==> src/rtl/daet_pkg.sv <==
// Shared types and constants for the device access exception table.
// No dependencies. The controller, datapath and top level use it.
`default_nettype none
package daet_pkg;

  localparam logic [1:0] CMD_ADD    = 2'd0;
  localparam logic [1:0] CMD_REMOVE = 2'd1;
  localparam logic [1:0] CMD_CHECK  = 2'd2;
  localparam logic [1:0] CMD_CLEAR  = 2'd3;

  localparam logic [31:0] ANY_NUM = 32'hFFFF_FFFF;

  typedef struct packed {
    logic [1:0]  typ;
    logic [31:0] major;
    logic [31:0] minor;
    logic [2:0]  access;
  } entry_t;

  // Controller to datapath commands
  typedef struct packed {
    logic load;     // capture request, clear accumulators
    logic scan_rd;  // read the entry at the sweep address
    logic wipe_wr;  // write a free entry at the sweep address
    logic finish;   // insert if needed, register the result
  } ctrl_cmd_t;

endpackage
`default_nettype wire

==> src/rtl/daet_ctrl.sv <==
// Sequencer for the exception table: memory wipe (after reset and on clear), table scan, finish.
// Depends on daet_pkg; drives daet_datapath through ctrl_cmd_t.
`default_nettype none
module daet_ctrl #(
  parameter int TABLE_DEPTH = 64
) (
  input  wire logic                           clk,
  input  wire logic                           rst,
  input  wire logic                           start,
  input  wire logic [1:0]                     cmd,
  output logic                                busy,
  output daet_pkg::ctrl_cmd_t                 ctrl,
  output logic [$clog2(TABLE_DEPTH)-1:0]      addr
);

  localparam int AW = $clog2(TABLE_DEPTH);
  localparam logic [AW-1:0] LAST = AW'(TABLE_DEPTH - 1);

  localparam logic [2:0] S_WIPE   = 3'd0;
  localparam logic [2:0] S_IDLE   = 3'd1;
  localparam logic [2:0] S_SCAN   = 3'd2;
  localparam logic [2:0] S_DRAIN  = 3'd3;
  localparam logic [2:0] S_FINISH = 3'd4;

  logic [2:0]    state, state_next;
  logic [AW-1:0] idx, idx_next;
  logic          reply, reply_next;

  always_comb begin
    state_next   = state;
    idx_next     = idx;
    reply_next   = reply;
    ctrl.load    = 1'b0;
    ctrl.scan_rd = 1'b0;
    ctrl.wipe_wr = 1'b0;
    ctrl.finish  = 1'b0;
    unique case (state)
      S_WIPE: begin
        ctrl.wipe_wr = 1'b1;
        idx_next     = idx + AW'(1);
        if (idx == LAST) begin
          state_next = reply ? S_FINISH : S_IDLE;
        end
      end
      S_IDLE: begin
        idx_next = '0;
        if (start) begin
          ctrl.load  = 1'b1;
          reply_next = 1'b1;
          state_next = (cmd == daet_pkg::CMD_CLEAR) ? S_WIPE : S_SCAN;
        end
      end
      S_SCAN: begin
        ctrl.scan_rd = 1'b1;
        idx_next     = idx + AW'(1);
        if (idx == LAST) begin
          state_next = S_DRAIN;
        end
      end
      S_DRAIN: begin
        state_next = S_FINISH;
      end
      S_FINISH: begin
        ctrl.finish = 1'b1;
        state_next  = S_IDLE;
      end
      default: begin
        state_next = S_IDLE;
      end
    endcase
  end

  always_ff @(posedge clk) begin
    if (rst) begin
      state <= S_WIPE;
      idx   <= '0;
      reply <= 1'b0;
    end else begin
      state <= state_next;
      idx   <= idx_next;
      reply <= reply_next;
    end
  end

  assign busy = (state != S_IDLE);
  assign addr = idx;

endmodule
`default_nettype wire

==> src/rtl/daet_datapath.sv <==
// Entry memory, per-entry match logic, scan accumulators and result registers.
// Depends on daet_pkg; sequenced by daet_ctrl.
`default_nettype none
module daet_datapath #(
  parameter int TABLE_DEPTH = 64
) (
  input  wire logic                       clk,
  input  wire logic                       rst,
  input  wire daet_pkg::ctrl_cmd_t        ctrl,
  input  wire logic [$clog2(TABLE_DEPTH)-1:0] addr,
  input  wire logic                       default_allow,
  input  wire logic [1:0]                 cmd,
  input  wire logic [1:0]                 dev_type,
  input  wire logic [31:0]                major_num,
  input  wire logic [31:0]                minor_num,
  input  wire logic [2:0]                 access_mask,
  output logic                            done,
  output logic                            status,
  output logic                            allowed
);

  localparam int AW = $clog2(TABLE_DEPTH);

  daet_pkg::entry_t mem [TABLE_DEPTH];
  daet_pkg::entry_t rd_q;

  // latched request
  logic [1:0]  req_cmd;
  logic [1:0]  req_type;
  logic [31:0] req_major;
  logic [31:0] req_minor;
  logic [2:0]  req_acc;

  logic          eval_vld;
  logic [AW-1:0] eval_addr;

  logic          hit;
  logic          free_found;
  logic [AW-1:0] free_idx;
  logic          any_partial;
  logic          any_full;

  logic             used, type_ok, key_eq, part_m, full_m;
  logic             we;
  logic [AW-1:0]    wa;
  daet_pkg::entry_t wd;
  logic             is_add, is_remove, do_insert;

  assign is_add    = (req_cmd == daet_pkg::CMD_ADD);
  assign is_remove = (req_cmd == daet_pkg::CMD_REMOVE);

  always_comb begin
    used    = (rd_q.access != 3'd0);
    type_ok = ((req_type & ~rd_q.typ) == 2'd0);
    key_eq  = used && (rd_q.typ == req_type) && (rd_q.major == req_major) &&
              (rd_q.minor == req_minor);
    part_m  = used && type_ok &&
              (rd_q.major == daet_pkg::ANY_NUM || req_major == daet_pkg::ANY_NUM ||
               rd_q.major == req_major) &&
              (rd_q.minor == daet_pkg::ANY_NUM || req_minor == daet_pkg::ANY_NUM ||
               rd_q.minor == req_minor) &&
              ((req_acc & rd_q.access) != 3'd0);
    full_m  = used && type_ok &&
              (rd_q.major == daet_pkg::ANY_NUM || rd_q.major == req_major) &&
              (rd_q.minor == daet_pkg::ANY_NUM || rd_q.minor == req_minor) &&
              ((req_acc & ~rd_q.access) == 3'd0);
  end

  assign do_insert = is_add && (req_acc != 3'd0) && !hit && free_found;

  // one write port: wipe, scan write-back and insert never overlap
  always_comb begin
    we = 1'b0;
    wa = addr;
    wd = rd_q;
    priority if (ctrl.wipe_wr) begin
      we        = 1'b1;
      wa        = addr;
      wd        = '0;
    end else if (eval_vld && key_eq && (is_add || is_remove)) begin
      we        = 1'b1;
      wa        = eval_addr;
      wd        = rd_q;
      wd.access = is_add ? (rd_q.access | req_acc) : (rd_q.access & ~req_acc);
    end else if (ctrl.finish && do_insert) begin
      we        = 1'b1;
      wa        = free_idx;
      wd.typ    = req_type;
      wd.major  = req_major;
      wd.minor  = req_minor;
      wd.access = req_acc;
    end
  end

  always_ff @(posedge clk) begin
    if (we) begin
      mem[wa] <= wd;
    end
    if (ctrl.scan_rd) begin
      rd_q <= mem[addr];
    end
  end

  always_ff @(posedge clk) begin
    eval_addr <= addr;
    if (ctrl.load) begin
      req_cmd     <= cmd;
      req_type    <= dev_type;
      req_major   <= major_num;
      req_minor   <= minor_num;
      req_acc     <= access_mask;
      hit         <= 1'b0;
      free_found  <= 1'b0;
      free_idx    <= '0;
      any_partial <= 1'b0;
      any_full    <= 1'b0;
    end else if (eval_vld) begin
      if (key_eq) begin
        hit <= 1'b1;
      end
      // keep the lowest free slot
      if (!used && !free_found) begin
        free_found <= 1'b1;
        free_idx   <= eval_addr;
      end
      if (part_m) begin
        any_partial <= 1'b1;
      end
      if (full_m) begin
        any_full <= 1'b1;
      end
    end
    if (ctrl.finish) begin
      status  <= is_add && (req_acc != 3'd0) && !hit && !free_found;
      allowed <= (req_cmd == daet_pkg::CMD_CHECK) &&
                 (default_allow ? !any_partial : any_full);
    end
  end

  always_ff @(posedge clk) begin
    if (rst) begin
      eval_vld <= 1'b0;
      done     <= 1'b0;
    end else begin
      eval_vld <= ctrl.scan_rd;
      done     <= ctrl.finish;
    end
  end

endmodule
`default_nettype wire

==> src/rtl/device_access_exception_table_unit.sv <==
// Top level of the device access exception table: APB policy register,
// controller and datapath. Depends on daet_pkg, daet_ctrl, daet_datapath.
//
//   channel   signals                                        direction  handshake
//   command   start, cmd, dev_type, major_num, minor_num,    in         start & !busy
//             access_mask
//   result    done, status, allowed                          out        done, one cycle
//   config    psel, penable, pwrite, paddr, pwdata,          in/out     APB, pready = 1
//             prdata, pready
//
// Add, remove and check sweep the entry memory one entry per cycle: a read of
// every entry, a drain state for the registered read, then a finish state, with
// busy high throughout. Clear writes every entry free, then runs the finish
// state. The result strobe done is high in the first cycle that busy reads low.
// After reset the block clears the memory with busy high. Results cannot be
// stalled.
`default_nettype none
module device_access_exception_table_unit #(
  parameter int TABLE_DEPTH = 64
) (
  input  wire logic        clk,
  input  wire logic        rst,
  input  wire logic        start,
  output logic             busy,
  input  wire logic [1:0]  cmd,
  input  wire logic [1:0]  dev_type,
  input  wire logic [31:0] major_num,
  input  wire logic [31:0] minor_num,
  input  wire logic [2:0]  access_mask,
  output logic             done,
  output logic             status,
  output logic             allowed,
  input  wire logic        psel,
  input  wire logic        penable,
  input  wire logic        pwrite,
  input  wire logic [2:0]  paddr,
  input  wire logic [31:0] pwdata,
  output logic [31:0]      prdata,
  output logic             pready
);

  localparam int AW = $clog2(TABLE_DEPTH);

  daet_pkg::ctrl_cmd_t ctrl;
  logic [AW-1:0]       addr;
  logic                default_allow;

  assign pready = 1'b1;
  assign prdata = (paddr == 3'd0) ? {31'd0, default_allow} : 32'd0;

  always_ff @(posedge clk) begin
    if (rst) begin
      default_allow <= 1'b1;
    end else if (psel && penable && pwrite && pready && paddr == 3'd0) begin
      default_allow <= pwdata[0];
    end
  end

  daet_ctrl #(
    .TABLE_DEPTH(TABLE_DEPTH)
  ) u_ctrl (
    .clk   (clk),
    .rst   (rst),
    .start (start),
    .cmd   (cmd),
    .busy  (busy),
    .ctrl  (ctrl),
    .addr  (addr)
  );

  daet_datapath #(
    .TABLE_DEPTH(TABLE_DEPTH)
  ) u_datapath (
    .clk           (clk),
    .rst           (rst),
    .ctrl          (ctrl),
    .addr          (addr),
    .default_allow (default_allow),
    .cmd           (cmd),
    .dev_type      (dev_type),
    .major_num     (major_num),
    .minor_num     (minor_num),
    .access_mask   (access_mask),
    .done          (done),
    .status        (status),
    .allowed       (allowed)
  );

endmodule
`default_nettype wire

==> config.mk <==
export PLATFORM = sky130hd
export DESIGN_NAME = device_access_exception_table_unit
export DESIGN_NICKNAME = d
export VERILOG_FILES = /design/src/rtl/daet_pkg.sv /design/src/rtl/daet_ctrl.sv /design/src/rtl/daet_datapath.sv /design/src/rtl/device_access_exception_table_unit.sv
export SDC_FILE = /design/constraint.sdc
export NUM_CORES = 2
export LEC_CHECK = 0
export ABC_AREA = 0
export BUFFER_PORTS_ARGS = -buffer_cell sky130_fd_sc_hd__buf_4
export CORE_MARGIN = 5
export CORE_UTILIZATION = 36
export DETAILED_ROUTE_END_ITERATION = 16
export HOLD_SLACK_MARGIN = 0.08
export PLACE_DENSITY = 0.52
export SYNTH_ARGS = -nofsm -noshare
export SYNTH_HDL_FRONTEND = slang
export SYNTH_MEMORY_MAX_BITS = 65536
export SYNTH_SLANG_ARGS = --single-unit
==> constraint.sdc <==
create_clock -name clk -period 32.2 [get_ports clk]
set_input_delay 3.22 -clock clk [delete_from_list [all_inputs] [get_ports clk]]
set_output_delay 3.22 -clock clk [all_outputs]
set_load 0.005 [all_outputs]
==> flow_metrics.py <==
metrics = {
    "floorplanning": {
        "core-area_sq_mm": 0.485,
        "start_util_pct": 36.1,
        "die-area_sq_mm": 0.500,
        "io_pins": 149,
        "rows": 256,
        "die_x_um": 707,
        "die_y_um": 707,
    },
    "global_route": {
        "use_met2_pct": 31.9,
        "grt_pass1_wl_um": 696000,
        "grt_max_degree": 121,
        "track_usage_pct": 19.9,
        "use_met3_pct": 3.28,
        "grt_busiest_layer": "met2",
        "grt_pass1_vias": 83200,
        "antenna_found_initial": 11,
        "grt_overflow_total": 0,
        "grt_use_met1_pct": 28.4,
    },
    "critical_path": {
        "cp_data_required_time_ns": 32.82,
        "critPathCaptureType": "register",
        "worst_setup_path_start_kind": "register",
        "rr_endpoint": "u_datapath.mem[29][42]",
        "rrSetupSlack_ns": 24.18,
        "crit_type": "reg -> reg",
        "arrival_ns": 8.64,
        "crit_fanout": 35,
        "r2r-start": "u_datapath.rd_q[35]",
        "r2r_cells": 11,
    },
    "logic_synthesis": {
        "synth.yosys.seq_area_share_pct": 78.6,
        "synth.yosys.warnings": 0,
        "syn_area_sq_mm": 0.175,
        "synth_area_leaders": "edfxtp_1, mux4_2, clkbuf_1, dfxtp_1, nand2_1",
        "async_reset_ff_share_pct": 0,
        "netlist_instances": 7021,
        "syn_area_per_cell_sq_um": 24.9,
        "yosysTopAreaCell": "edfxtp_1",
        "synth_ff_type": "edfxtp_1",
        "ys_ff_latch": 4587,
        "yosysUniqueCellTypes": 56,
        "yosys.area.top_type_share_pct": 78.2,
        "synth_edf_count": 4558,
    },
    "placement": {
        "dpl_cell_area_sq_mm": 0.186,
        "place_congestion": 0.787,
        "dp.cells": 13500,
        "hpwl_um": 265000,
        "port_buffers": 85,
    },
    "sta": {
        "post-route-period-util_pct": 24.9,
        "slew_violations": 0,
        "finalSetupViolCount": 0,
        "tns_ns": 0,
        "hold_violations": 0,
        "rsz0062_at_grt": "no",
        "skew_ns": 0.0756,
        "relSlewSlack_pct": 21.2,
        "layout_min_cycle_time_ns": 8.02,
        "hold_ws_ns": 0.475,
        "max_freq_mhz": 125,
        "tightest_slew_ns": 1.17,
    },
    "final_layout": {
        "stdcell_area_sq_mm": 0.201,
        "fill_cells": 41600,
        "instances_no_fill": 14300,
        "final_layout_size_suffix_gt1_share_pct": 33.2,
        "fin_nets": 7623,
        "area_growth_pct": 14.7,
    },
    "cts": {
        "numCtsBuffers": 462,
        "numClockSinks": 4587,
        "cts_tree": "done",
        "cts.htree.levels": 5,
        "ctsResizeCount": 0,
        "hold_buffers": 0,
        "clk_pin_slew_ns": 0.06,
        "post_cts_buffers": 0,
        "cts_root_buf": "clkbuf_16",
        "clock_latency_ns": 1.03,
        "clock_path_buffers": 4,
    },
    "detailed_routing": {
        "first_pass_iters": 6,
        "vias_per_cell": 5.71,
        "drc": 0,
        "routed_wl_um": 506000,
        "num_vias": 81900,
        "initialDrtViolationCount": 10800,
        "detail_route.wl_per_cell_um": 35.3,
        "ant_nets": 0,
    },
    "min_path": {
        "hp-class": "reg -> reg",
        "holdPathEnd": "u_datapath.any_partial",
        "whs_path_depth": 2,
        "holdCritStartpoint": "u_datapath.any_partial",
    },
    "job": {
        "maxCapViolations": 0,
    },
    "status": {
        "status": "complete, no violations",
    },
    "power_and_ir_drop": {
        "peakVddDrop_uv": 50.8,
        "p_leak_nw": 57.4,
        "p_per_area_mw_per_mm2": 61.8,
    },
}
cells in the mapped netlist (12+ instances only):
master and number:
xor2_1 32, mux2i_1 12, nand4_1 49, nor4_1 20, nor2_1 82, dfxtp_1 29
nand3_1 12, buf_1 91, nand2_1 148, mux4_2 1449, edfxtp_1 4558, xnor2_1 32
clkbuf_1 266, nor3_1 25, a21oi_1 87, buf_4 32
placed cells by master, fill, tap and decap left out, types with 32 or more instances in the layout:
cell type / synthesis / layout
nand2_1: 148 / 148
buf_4: 32 / 373
clkinv_1: 0 / 120
xnor2_1: 32 / 32
xor2_1: 32 / 32
clkbuf_16: 0 / 465
nand4_1: 49 / 49
conb_1: 2 / 32
edfxtp_1: 4558 / 4558
a21oi_4: 0 / 67
mux4_2: 1449 / 1449
bufinv_16: 0 / 42
nor2_4: 0 / 49
clkbuf_1: 266 / 89
clkinv_2: 0 / 77
nor2_1: 82 / 33
kinds of logic (layout without fill, tap and decap cells):
| family | Yosys count | count (layout) | share of synthesized area [%] |
|---|---|---|---|
| AO/OA/AOI/OAI | 129 | 129 | 0.448 |
| XOR/XNOR | 64 | 64 | 0.320 |
| adder cells (fa/ha/maj) | 3 | 3 | 0.0215 |
| buffers and inverters | 403 | 1234 | 0.937 |
| flip-flops | 4587 | 4587 | 78.6 |
| multiplexers | 1461 | 1461 | 18.7 |
| other | 2 | 36 | 0.00429 |
| AND/OR/NAND/NOR | 372 | 372 | 0.993 |
worst max-delay path, stage by stage (launching register included):
cell	delay, ns
edfxtp_1	0.45
xnor2_1	0.57
nand4_1	0.29
nor4_2	1.03
nand4_1	0.65
o21ai_4	0.32
buf_4	0.50
o221a_2	0.35
nand3_1	0.70
nor2_4	0.99
buf_4	0.73
buf_4	0.91
per-layer routing:
metal	vias to the layer above	wire, um
li1	31500	-
met1	45900	210000
met2	3672	242000
met3	784	38900
met4	0	14600
met5	-	0
registers in the layout, indices dropped and copies added, names as in the netlist, 6 cells and up:
name / cells
u_datapath.mem: 4416
u_datapath.rd_q: 69
u_datapath.req_major: 32
u_datapath.req_minor: 32
u_ctrl.addr: 6
u_datapath.eval_addr: 6
u_datapath.free_idx: 6
report_power, final:
part | leakage, nW | switching [mW] | total (mW) | internal [mW]
clock network | 7.15 | 2.29 | 5.27 | 2.98
logic | 10.9 | 0.304 | 0.600 | 0.296
registers | 39.3 | 0.0149 | 6.52 | 6.51
how the worst max path moves through the flow:
stage,depth (start not counted),slack [ns],to,startpoint
2_1_floorplan,9,22.11,u_datapath.mem[46][0],u_datapath.req_minor[30]
3_3_place_gp,11,24.44,u_datapath.mem[52][54],u_datapath.req_major[0]
3_5_place_dp,11,24.35,u_datapath.mem[37][41],u_datapath.req_major[0]
4_1_cts,11,24.33,u_datapath.mem[52][55],u_datapath.req_major[0]
5_1_grt,11,24.15,u_datapath.mem[52][55],u_datapath.req_major[0]
6_report,11,24.18,u_datapath.mem[29][42],u_datapath.rd_q[35]
through the flow:
stage / total power, mW / worst slack, ns / util [%]
6_report: 12.4 / 24.18 / 41.3
3_3_place_gp: 7.26 / 24.44 / 38.3
4_1_cts: 12.5 / 24.33 / 41.3
2_1_floorplan: 7.07 / 22.11 / -
3_5_place_dp: 7.26 / 24.35 / 38.3
5_1_grt: 12.8 / 24.15 / 41.3
layout make-up:
cell class	instances	area (sq um)	share of cell area, %
clock buffers	554	12000	5.97
inverters	9	33.8	0.0168
well taps	6450	8070	4.02
diodes	4	10.0	0.00499
flip-flops and latches	4587	137000	68.5
multi-input cells	2061	37200	18.6
clock inverters	284	2750	1.37
repair buffers	387	3100	1.54
Note: power is estimated with default switching activity, not from simulation.
